<file path="src/sv/rpwc_pkg.sv">
// Package for the RC servo pulse width capture block.
// Holds channel count, field widths, register indexes, status codes and the result type.
// No dependencies.
package rpwc_pkg;

   localparam int NUM_CHANNELS = 3;
   localparam int CHAN_W       = 2;
   localparam int TICK_W       = 16;
   localparam int ROUND_W      = 8;
   localparam int STATUS_W     = 2;
   localparam int CSR_IDX_W    = 2;
   localparam int CSR_DATA_W   = 16;

   // register indexes on the csr port
   localparam logic [CSR_IDX_W-1:0] REG_TIMEOUT_TICKS   = 2'd0;
   localparam logic [CSR_IDX_W-1:0] REG_MAX_WIDTH_TICKS = 2'd1;
   localparam logic [CSR_IDX_W-1:0] REG_RECHECK_ROUNDS  = 2'd2;

   // register reset values
   localparam logic [TICK_W-1:0]  TIMEOUT_RESET   = 16'd4352;
   localparam logic [TICK_W-1:0]  MAX_WIDTH_RESET = 16'd512;
   localparam logic [ROUND_W-1:0] RECHECK_RESET   = 8'd100;

   // result status codes
   localparam logic [STATUS_W-1:0] STATUS_STORED    = 2'd0;
   localparam logic [STATUS_W-1:0] STATUS_DISCARDED = 2'd1;
   localparam logic [STATUS_W-1:0] STATUS_TIMEOUT   = 2'd2;

   typedef struct packed {
      logic [CHAN_W-1:0]       chan;
      logic [TICK_W-1:0]       width;
      logic [STATUS_W-1:0]     status;
      logic [NUM_CHANNELS-1:0] present_mask;
   } result_type;

endpackage

</file>
<file path="src/sv/rc_pulse_width_capture.sv">
// Top level of the RC servo pulse width capture block.
// Per-tick measurement step, config registers and a two-deep result buffer.
// Depends on rpwc_pkg.
//
//   channel | ports                                   | direction
//   req     | req_valid req_stall req_pin_ch0..2       | in  (one timer tick per item)
//           | req_bus_access                          |
//   rsp     | rsp_valid rsp_stall rsp_chan rsp_width   | out (zero or one result per item)
//           | rsp_status rsp_present_mask             |
//   csr     | csr_write_enable csr_index csr_wdata     | in  (write only)
//
// One item per clock while req_stall is low: the measurement state updates in the
// cycle the tick is accepted, and its result goes to the result or skid register.
// A skid register behind the result register lets ticks keep flowing while a
// result waits; req_stall rises only when both are full.
// reset is synchronous; it restores the register defaults and the start state.
module rc_pulse_width_capture (
   input  logic                                 clock,
   input  logic                                 reset,
   input  logic                                 req_valid,
   output logic                                 req_stall,
   input  logic                                 req_pin_ch0,
   input  logic                                 req_pin_ch1,
   input  logic                                 req_pin_ch2,
   input  logic                                 req_bus_access,
   output logic                                 rsp_valid,
   input  logic                                 rsp_stall,
   output logic [rpwc_pkg::CHAN_W-1:0]          rsp_chan,
   output logic [rpwc_pkg::TICK_W-1:0]          rsp_width,
   output logic [rpwc_pkg::STATUS_W-1:0]        rsp_status,
   output logic [rpwc_pkg::NUM_CHANNELS-1:0]    rsp_present_mask,
   input  logic                                 csr_write_enable,
   input  logic [rpwc_pkg::CSR_IDX_W-1:0]       csr_index,
   input  logic [rpwc_pkg::CSR_DATA_W-1:0]      csr_wdata
);

   localparam int NCH = rpwc_pkg::NUM_CHANNELS;
   localparam int CW  = rpwc_pkg::CHAN_W;
   localparam int TW  = rpwc_pkg::TICK_W;
   localparam int RW  = rpwc_pkg::ROUND_W;

   // config registers
   logic [TW-1:0] timeout_ff;
   logic [TW-1:0] max_width_ff;
   logic [RW-1:0] recheck_ff;

   // measurement state
   logic [CW-1:0]  cur_chan_ff,  cur_chan_in;
   logic           measuring_ff, measuring_in;
   logic [TW-1:0]  tick_ff,      tick_in;
   logic           prev_ff,      prev_in;
   logic           discard_ff,   discard_in;
   logic [NCH-1:0] present_ff,   present_in;
   logic [RW-1:0]  round_ff,     round_in;

   // result buffer
   logic                 out_valid_ff, out_valid_in;
   rpwc_pkg::result_type out_ff,       out_in;
   logic                 skid_valid_ff, skid_valid_in;
   rpwc_pkg::result_type skid_ff,       skid_in;

   // step results before channel advance
   logic                 accept;
   logic [NCH-1:0]       pins;
   logic                 level;
   logic                 cur_present;
   logic [TW:0]          tick_inc;
   logic                 stp_measuring, stp_prev, stp_discard;
   logic [TW-1:0]        stp_tick;
   logic [NCH-1:0]       stp_present;
   logic                 do_advance, round_end_only;
   logic                 res_valid;
   rpwc_pkg::result_type res;

   // advance logic
   logic           found_after;
   logic [CW-1:0]  chan_after;
   logic           round_end;
   logic [NCH-1:0] flags_final;
   logic [CW-1:0]  chan_first;

   assign accept    = req_valid && !req_stall;
   assign req_stall = skid_valid_ff;
   assign pins      = {req_pin_ch2, req_pin_ch1, req_pin_ch0};
   assign tick_inc  = {1'b0, tick_ff} + {{TW{1'b0}}, 1'b1};

   always_comb begin
      level       = 1'b0;
      cur_present = 1'b0;
      for (int i = 0; i < NCH; i++) begin
         if (cur_chan_ff == CW'(i)) begin
            level       = pins[i];
            cur_present = present_ff[i];
         end
      end
   end

   // one tick of the current channel
   always_comb begin
      stp_measuring  = measuring_ff;
      stp_tick       = tick_ff;
      stp_prev       = prev_ff;
      stp_discard    = discard_ff;
      stp_present    = present_ff;
      do_advance     = 1'b0;
      round_end_only = 1'b0;
      res_valid      = 1'b0;
      res            = '0;
      res.chan       = cur_chan_ff;
      if (present_ff == '0) begin
         round_end_only = 1'b1;
      end else if (!cur_present) begin
         do_advance = 1'b1;
      end else begin
         stp_discard = discard_ff | req_bus_access;
         res.status  = stp_discard ? rpwc_pkg::STATUS_DISCARDED : rpwc_pkg::STATUS_STORED;
         if (!measuring_ff) begin
            if (!prev_ff && level) begin
               // rising edge: this tick is the first high tick
               stp_measuring = 1'b1;
               stp_tick      = TW'(1);
               stp_prev      = 1'b1;
               if (max_width_ff <= TW'(1)) begin
                  res_valid  = 1'b1;
                  res.width  = TW'(1);
                  do_advance = 1'b1;
               end
            end else begin
               stp_prev = level;
               stp_tick = tick_inc[TW-1:0];
               if (tick_inc >= {1'b0, timeout_ff}) begin
                  for (int i = 0; i < NCH; i++) begin
                     if (cur_chan_ff == CW'(i)) stp_present[i] = 1'b0;
                  end
                  res_valid  = 1'b1;
                  res.width  = '0;
                  res.status = rpwc_pkg::STATUS_TIMEOUT;
                  do_advance = 1'b1;
               end
            end
         end else if (!level) begin
            res_valid  = 1'b1;
            res.width  = tick_ff;
            do_advance = 1'b1;
         end else begin
            stp_tick = tick_inc[TW-1:0];
            if (tick_inc >= {1'b0, max_width_ff}) begin
               res_valid  = 1'b1;
               res.width  = tick_inc[TW-1:0];
               do_advance = 1'b1;
            end
         end
      end
      res.present_mask = stp_present;
   end

   // channel advance and round bookkeeping
   always_comb begin
      found_after = 1'b0;
      chan_after  = cur_chan_ff;
      for (int i = NCH - 1; i >= 0; i--) begin
         if (stp_present[i] && (CW'(i) > cur_chan_ff)) begin
            found_after = 1'b1;
            chan_after  = CW'(i);
         end
      end
      round_end   = round_end_only || (do_advance && !found_after);
      flags_final = stp_present;
      round_in    = round_ff;
      if (round_end) begin
         if (round_ff >= recheck_ff) begin
            round_in    = '0;
            flags_final = '1;
         end else begin
            round_in = round_ff + RW'(1);
         end
      end
      chan_first = '0;
      for (int i = NCH - 1; i >= 0; i--) begin
         if (flags_final[i]) chan_first = CW'(i);
      end

      cur_chan_in  = cur_chan_ff;
      measuring_in = stp_measuring;
      tick_in      = stp_tick;
      prev_in      = stp_prev;
      discard_in   = stp_discard;
      present_in   = flags_final;
      if (do_advance) begin
         cur_chan_in  = found_after ? chan_after : chan_first;
         measuring_in = 1'b0;
         tick_in      = '0;
         prev_in      = 1'b1;
         discard_in   = 1'b0;
      end
   end

   // result register with skid stage
   always_comb begin
      out_valid_in  = out_valid_ff;
      out_in        = out_ff;
      skid_valid_in = skid_valid_ff;
      skid_in       = skid_ff;
      if (!out_valid_ff || !rsp_stall) begin
         if (skid_valid_ff) begin
            out_valid_in  = 1'b1;
            out_in        = skid_ff;
            skid_valid_in = 1'b0;
         end else begin
            out_valid_in = accept && res_valid;
            out_in       = res;
         end
      end else if (accept && res_valid) begin
         skid_valid_in = 1'b1;
         skid_in       = res;
      end
   end

   always_ff @(posedge clock) begin
      if (reset) begin
         timeout_ff    <= rpwc_pkg::TIMEOUT_RESET;
         max_width_ff  <= rpwc_pkg::MAX_WIDTH_RESET;
         recheck_ff    <= rpwc_pkg::RECHECK_RESET;
         cur_chan_ff   <= '0;
         measuring_ff  <= 1'b0;
         tick_ff       <= '0;
         prev_ff       <= 1'b1;
         discard_ff    <= 1'b0;
         present_ff    <= '1;
         round_ff      <= '0;
         out_valid_ff  <= 1'b0;
         skid_valid_ff <= 1'b0;
      end else begin
         if (csr_write_enable) begin
            case (csr_index)
               rpwc_pkg::REG_TIMEOUT_TICKS:   timeout_ff   <= csr_wdata[TW-1:0];
               rpwc_pkg::REG_MAX_WIDTH_TICKS: max_width_ff <= csr_wdata[TW-1:0];
               rpwc_pkg::REG_RECHECK_ROUNDS:  recheck_ff   <= csr_wdata[RW-1:0];
               default: ;
            endcase
         end
         if (accept) begin
            cur_chan_ff  <= cur_chan_in;
            measuring_ff <= measuring_in;
            tick_ff      <= tick_in;
            prev_ff      <= prev_in;
            discard_ff   <= discard_in;
            present_ff   <= present_in;
            round_ff     <= round_in;
         end
         out_valid_ff  <= out_valid_in;
         skid_valid_ff <= skid_valid_in;
      end
   end

   always_ff @(posedge clock) begin
      out_ff  <= out_in;
      skid_ff <= skid_in;
   end

   assign rsp_valid        = out_valid_ff;
   assign rsp_chan         = out_ff.chan;
   assign rsp_width        = out_ff.width;
   assign rsp_status       = out_ff.status;
   assign rsp_present_mask = out_ff.present_mask;

endmodule

</file>
<file path="config.mk">
export PLATFORM = sky130hd
export DESIGN_NAME = rc_pulse_width_capture
export DESIGN_NICKNAME = d
export VERILOG_FILES = /design/src/sv/rpwc_pkg.sv /design/src/sv/rc_pulse_width_capture.sv
export SDC_FILE = /design/constraint.sdc
export NUM_CORES = 1
export LEC_CHECK = 0
export ABC_CLOCK_PERIOD_IN_PS = 5450
export BUFFER_PORTS_ARGS = -buffer_cell sky130_fd_sc_hd__buf_2
export CAP_MARGIN = 30
export CORE_MARGIN = 1.5
export CORE_UTILIZATION = 35
export DETAILED_ROUTE_END_ITERATION = 6
export SYNTH_ARGS = -nofsm -noshare
export SYNTH_HDL_FRONTEND = slang
export SYNTH_SLANG_ARGS = --single-unit
</file>
<file path="constraint.sdc">
create_clock -name clock -period 5.45 [get_ports clock]
set_input_delay 1.09 -clock clock [delete_from_list [all_inputs] [get_ports clock]]
set_output_delay 1.09 -clock clock [all_outputs]
set_load 0.02 [all_outputs]
</file>
**After elaboration in Yosys (flattened, before gate mapping)**

Cells that the tools add are included.

- Bitwise operators: 2
- Mux-type cells: 70
- Equality and inequality tests: 8
- Add/sub/neg operators: 2
- Reductions and logical operators: 28
- Magnitude comparators: 7

Operator list:

| cell | number |
|---|---|
| two-way mux 16 bit | 10 |
| two-way mux 1 bit | 39 |
| two-way mux 18 bit | 2 |
| >= comparator 17 x 16 -> 1 bit | 2 |
| two-way mux 23 bit | 1 |
| two-way mux 3 bit | 7 |
| two-way mux 2 bit | 10 |
| adder 16 x 1 -> 17 bit, second input constant | 1 |
| less-or-equal comparator 16 x 1 -> 1 bit, second input constant | 1 |
| AND reduction 2 bit | 5 |
| adder 8 x 1 -> 8 bit, second input constant | 1 |
| >= comparator 8 bit | 1 |
| two-way mux 8 bit | 1 |
| AND reduction 4 bit | 2 |
| logical AND 1 bit | 7 |
| AND reduction 3 bit | 2 |
| logical NOT 1 bit | 5 |
| equality test 2 x 1 -> 1 bit, second input constant | 2 |
| equality test 2 bit, second input constant | 2 |
| > comparator 1 x 2 -> 1 bit, first input constant | 2 |
| logical NOT 2 bit | 2 |
| inequality test 4 x 1 -> 1 bit, second input constant | 1 |
| logical NOT 3 bit | 1 |
| inequality test 3 x 1 -> 1 bit, second input constant | 1 |
| 8 further kinds | 9 |

- Output and inout port bits: 25
- Bits in registers: 120
- Bits of input ports: 27
- Word-level logic and storage cells: 137

**Logic depth before layout (Yosys ltp)**

- Word-level depth: 21
- Depth in mapped cells: 17
- Mapped depth without buffers: 15

**Least setup slack after synthesis**

OpenSTA, ideal clock, no wires.

- Path kind: reg-to-reg
- Start: reg tick_ff[0]
- End: reg skid_ff[0] in the netlist's numbering, enable pin
- Required time: 5.047 ns
- Cell stages (with the launch flop): 18
- Period minus slack after synthesis: 4.296 ns
- Slack: 1.154 ns
- Library setup time: 0.403 ns
- Arrival time: 3.894 ns
- Path buffers: 2
- Cell sequence: dfxtp_1 and3_1 and3_1 clkbuf_1 and3_1 and3_1 and3_1 xor2_1 ha_1 nand3_1 o21ai_0 o211a_1 o21ai_0 and2_1 clkbuf_1 nand3_1 nand4_1 nor2_1

- Word-level cells in the longest chain between the ends: 9
- Elaborated cells between the ends (all ways): 12
- Classes of those cells: add/sub (1); order compare (2); mux (7); reduce/logical (2)

Ends and longest elaborated chain:

| what | RTL line | RTL |
|---|---|---|
| start: declaration | rc_pulse_width_capture.sv:50 | `logic [TW-1:0] tick_ff, tick_in;` |
| start signal: assignment | rc_pulse_width_capture.sv:245 | `tick_ff <= tick_in;` |
| adder 16 x 1 -> 17 bit (*) | rc_pulse_width_capture.sv:85 | `assign tick_inc = {1'b0, tick_ff} + {{TW{1'b0}}, 1'b1};` |
| >= comparator 17 x 16 -> 1 bit (on tied branches) | rc_pulse_width_capture.sv:131, rc_pulse_width_capture.sv:147 |  |
| two-way mux 1 bit (on tied branches) | rc_pulse_width_capture.sv:131, rc_pulse_width_capture.sv:147 |  |
| two-way mux 1 bit (on tied branches) | rc_pulse_width_capture.sv:118, rc_pulse_width_capture.sv:141 |  |
| two-way mux 1 bit (*) | rc_pulse_width_capture.sv:117 | `if (!measuring_ff) begin` |
| two-way mux 1 bit (*) | rc_pulse_width_capture.sv:112 | `end else if (!cur_present) begin` |
| two-way mux 1 bit (*) | rc_pulse_width_capture.sv:110 | `if (present_ff == '0) begin` |
| logical AND 1 bit (*) | rc_pulse_width_capture.sv:213 | `end else if (accept && res_valid) begin` |
| AND reduction 2 bit (no line) (*) | n/a |  |
| end signal: assignment | rc_pulse_width_capture.sv:258 | `skid_ff <= skid_in;` |
| end: declaration | rc_pulse_width_capture.sv:60 | `rpwc_pkg::result_type skid_ff, skid_in;` |

Every way passes the cells marked *; elsewhere a longest branch is shown, timed or not.
A chain may end at the register's enable or synchronous reset.

**Worst setup path in the final report**

- Start: reg tick_ff[0]
- End: reg round_ff[7]

- Word-level cells in the longest chain between the ends: 15
- Elaborated cells between the ends (all ways): 25
- Classes of those cells: add/sub (1); order compare (2); mux (15); reduce/logical (7)

Ends and longest elaborated chain:

| what | RTL line | RTL |
|---|---|---|
| adder 16 x 1 -> 17 bit (*) | rc_pulse_width_capture.sv:85 |  |
| >= comparator 17 x 16 -> 1 bit | rc_pulse_width_capture.sv:131 | `if (tick_inc >= {1'b0, timeout_ff}) begin` |
| two-way mux 3 bit | rc_pulse_width_capture.sv:131 |  |
| two-way mux 3 bit | rc_pulse_width_capture.sv:118 | `if (!prev_ff && level) begin` |
| two-way mux 3 bit | rc_pulse_width_capture.sv:117 |  |
| two-way mux 3 bit | rc_pulse_width_capture.sv:112 |  |
| two-way mux 3 bit | rc_pulse_width_capture.sv:110 |  |
| logical AND 1 bit | rc_pulse_width_capture.sv:162 | `if (stp_present[i] && (CW'(i) > cur_chan_ff)) begin` |
| two-way mux 1 bit (3 in series) | rc_pulse_width_capture.sv:162 |  |
| logical NOT 1 bit | rc_pulse_width_capture.sv:167 | `round_end = round_end_only \|\| (do_advance && !found_after);` |
| logical AND 1 bit (*) | rc_pulse_width_capture.sv:167 |  |
| logical OR 1 bit (*) | rc_pulse_width_capture.sv:167 |  |
| AND reduction 2 bit (no line) (*) | n/a |  |
| end signal: assignment | rc_pulse_width_capture.sv:249 | `round_ff <= round_in;` |
| end: declaration | rc_pulse_width_capture.sv:54 | `logic [RW-1:0] round_ff, round_in;` |

Marks and branches as above.

==> impl_results.md <==
- Max Cap Violations: 0
- CTS Hold Bufs: 0
- PortBufs: 51
- Routed len/inst: 15.0 µm
- Die Y: 138 µm
- Setup bufs post-CTS: 0
- Clock buffer depth: 2
- Syn_nets: around 780
- Clock Latency Late Sink: between 0.4 and 0.5 ns
- Drt first pass iters: 5
- Pwr dens: 307 mW/mm²
- Worst rel slew slack: a little under a third
- Worst hold path type: reg2reg
- Routing usage on met3: about 3.8%
- Register-to-register setup slack: 0.82 ns
- Period utilisation layout: a little over four fifths
- Antenna Nets Post-Route: 0
- Post-Synthesis Cells: approximately 700
- Avg Inst Size Synth: just under 9 µm²
- Worst setup EP type: flop
- Share of layout cells above drive strength 1: roughly 14%
- Synth cell types: 54
- Sequential fraction of the synthesis area: 44.9%
- CP Data Required Time: around 5.8 ns
- Layout net count: 821
- Worst Max-Slew Pin Slew: 1.04 ns
- Startpoint types: flop
- Hold Path Stages: 2
- Clock Skew: roughly 0.013 ns
- Mapped Area: between 0.006 and 0.007 mm²
- DIE WIDTH: roughly 140 µm
- Reg clk slew, reported paths: roughly 0.06 ns
- TritonCTS sink count: 120
- Share of flip-flops with an asynchronous set or reset: 0%
- DP Wirelength: approximately 11 mm
- HP Start: timeout_ff[9]
- CP max stage delay: 0.53 ns
- CTS resizes: 0
- Total grt overflow: 0
- TNS Setup: 0 ns
- Reg-to-Reg Start: tick_ff[0]
- GRT met1 Usage: ~24%
- Vias in the first global route: ~4.7k
- # DRC: 0
- GRT Max-Usage Layer: met1
- Ordered list of cells on the worst path: and3_1 -> and3_1 -> and3_1 -> nand3_1 -> nor2_1 -> xor2_1 -> ha_1 -> nand3_1 -> nor3_1 -> o21ai_0 -> a31oi_1 -> or4_4 -> nand4_1 -> or4_1 -> a21oi_1
- Global-route wire length before repair: roughly 24 mm
- CTS buffer count: 17
- Tot Pwr: roughly 0.0023 W
- Total core area: about 0.018 mm²
- Worst R2R Path Depth: 15
- Most common cell on crit path: and3_1
- Area growth from synthesis to layout: 16.2%
- VDD IR max: ~220 µV
- Critical path's slowest cell: or4_1
- Starting Density: between 30% and 40%
- Wirelength, routed: 14.9 mm
- Die Area: approximately 0.019 mm²
- Vias: approximately 5k
- Clk root buf: clkbuf_16
- Initial antenna violation count: 0
- Endpoints failing hold: 0
- Dominant synthesized flop cell: dfxtp_1
- Yosys warns: 0
- Vias/cell: between 5 and 6
- Max-slew violations: 0
- FF-to-FF End: round_ff[7]
- Largest net degree at the start of global routing: 54
- Data arrival, critical path: 4.97 ns
- GRT Total Usage: about 17%
- Ports: between 50 and 60
- Met2 Usage GRT: around a quarter
- Row count: 49
- Fill count: around 1.8k
- Final Setup Violations: 0
- RSZ-0062 raised after global routing: false
- Hold worst-path end: timeout_ff[9]
- Ant diodes: 0
- Worst setup path start: tick_ff[0]
- Post-synth EDFFs: 46
- H-tree depth: 4
- Fmax: about 0.22 GHz
- Synthesis-stage register bit count: 120
- CP Class: reg2reg
- Status: complete, no violations
- CTS tree: built
- Final Critical Period: 4.63 ns
- LEAKAGE: roughly 3 nW
- Worst-path fanout max: 12
- Initial drt markers: roughly 300
- RePlAce Congestion: between 0.8 and 0.9
-- report_power, final --
group          total, W  internal, W  switching [W]
Sequential     0.000966     0.000947      0.0000189
Clock           0.00112     0.000689       0.000429
Combinational  0.000192    0.0000698       0.000122
Total           0.00228      0.00171       0.000570
-- kinds of logic (layout without fill, tap and decap cells) --
group | after synthesis | after routing | synth area share, %
compound gates | 163 | 163 | 16.4
xor+xnor | 18 | 18 | 2.47
fa+ha+maj | 42 | 42 | 8.24
buf+inv | 90 | 140 | 5.61
flops | 120 | 120 | 44.9
mux | 20 | 20 | 3.26
simple gates | 262 | 262 | 19.1
-- critical path, delay by kind of cell, from the launching register on --
family	cells	cell delay, ns
xor+xnor	1	0.42
fa+ha+maj	1	0.22
flops	1	0.49
simple gates	10	2.60
compound gates	3	0.80
-- metrics by stage --
stage	area, µm²	instances	hold slack (ns)	util (%)	setup WS (ns)
final	7400	994	0.453	41.4	0.822
after detailed placement	6820	962	0.448	38.1	0.873
after global placement	6790	960	0.443	37.9	0.877
after global routing	7400	994	0.478	41.4	0.366
after CTS	7400	994	0.456	41.4	0.834
after floorplan	6370	715	0.431	-	1.15
-- sequential cells by signal, summed over array words and instances, names as in the netlist --
name              flops
measuring_ff          1
rsp_chan              2
rsp_present_mask      3
max_width_ff         16
discard_ff            1
rsp_status            2
tick_ff              16
skid_ff              23
cur_chan_ff           2
rsp_valid             1
round_ff              8
prev_ff               1
req_stall             1
present_ff            3
recheck_ff            8
rsp_width            16
timeout_ff           16
-- synthesized netlist by cell type (2+ instances only) --
master | n | area [µm²]
a211o_1 | 5 | 43.8
a21o_1 | 5 | 37.5
a21oi_1 | 59 | 295
a22o_1 | 10 | 87.6
a22oi_1 | 13 | 97.6
a31oi_1 | 10 | 62.6
a41oi_1 | 2 | 17.5
and2_1 | 4 | 25.0
and3_1 | 14 | 87.6
buf_2 | 3 | 15.0
buf_6 | 2 | 22.5
clkbuf_1 | 33 | 124
dfxtp_1 | 74 | 1480
edfxtp_1 | 46 | 1380
ha_1 | 42 | 526
inv_1 | 50 | 188
mux2_2 | 6 | 67.6
mux2i_1 | 14 | 140
nand2_1 | 104 | 390
nand2b_1 | 7 | 43.8
nand3_1 | 28 | 140
nand3b_1 | 4 | 30.0
nand4_1 | 11 | 68.8
nor2_1 | 57 | 214
nor2b_1 | 9 | 56.3
nor3_1 | 5 | 25.0
nor4_1 | 4 | 25.0
o211a_1 | 2 | 20.0
o21ai_0 | 30 | 150
o21bai_1 | 3 | 22.5
o31ai_1 | 13 | 97.6
or2_2 | 2 | 12.5
or3_1 | 5 | 31.3
or4_1 | 3 | 22.5
xnor2_1 | 11 | 96.3
xor2_1 | 7 | 61.3
-- layout make-up --
| class | instances | area [µm²] | area share (%) |
|---|---|---|---|
| multi-input cells | 505 | 3160 | 42.7 |
| flip-flops and latches | 120 | 2860 | 38.7 |
| clock buffers | 19 | 443 | 5.98 |
| repair buffers | 58 | 319 | 4.31 |
| well taps | 229 | 287 | 3.87 |
| inverters | 50 | 188 | 2.53 |
| clock inverters | 13 | 145 | 1.96 |
-- worst max-delay path by stage --
stage	slack, ns	depth (start not counted)	endpoint
detailed placement	0.87	15	round_ff[7]
global placement	0.88	15	round_ff[4]
global route	0.37	15	round_ff[7]
CTS	0.83	15	round_ff[7]
floorplan	1.15	17	skid_ff[0]
finish	0.82	15	round_ff[7]
-- cell usage in the layout (no fill, tap or decap), drive strengths merged, types with 6 or more instances in the layout --
master / n
nand4: 11
o31ai: 13
ha: 42
dfxtp: 74
buf: 58
xnor2: 11
a22oi: 13
mux2: 6
nand3: 28
nor2: 58
a21oi: 60
clkinv: 8
o21ai: 30
xor2: 7
nand2: 104
nand2b: 7
nor2b: 9
mux2i: 14
and3: 14
inv: 53
clkbuf: 19
a22o: 10
edfxtp: 46
a31oi: 10
-- routing by layer --
| metal | share of wire (%) | up-vias | routed length (µm) |
|---|---|---|---|
| met5 | 0 | - | 0 |
| met4 | 1.1 | 0 | 163 |
| met3 | 5.0 | 13 | 746 |
| met2 | 42 | 135 | 6260 |
| met1 | 52 | 2368 | 7770 |
| li1 | - | 2618 | - |
(Power assumes the default switching activity.)
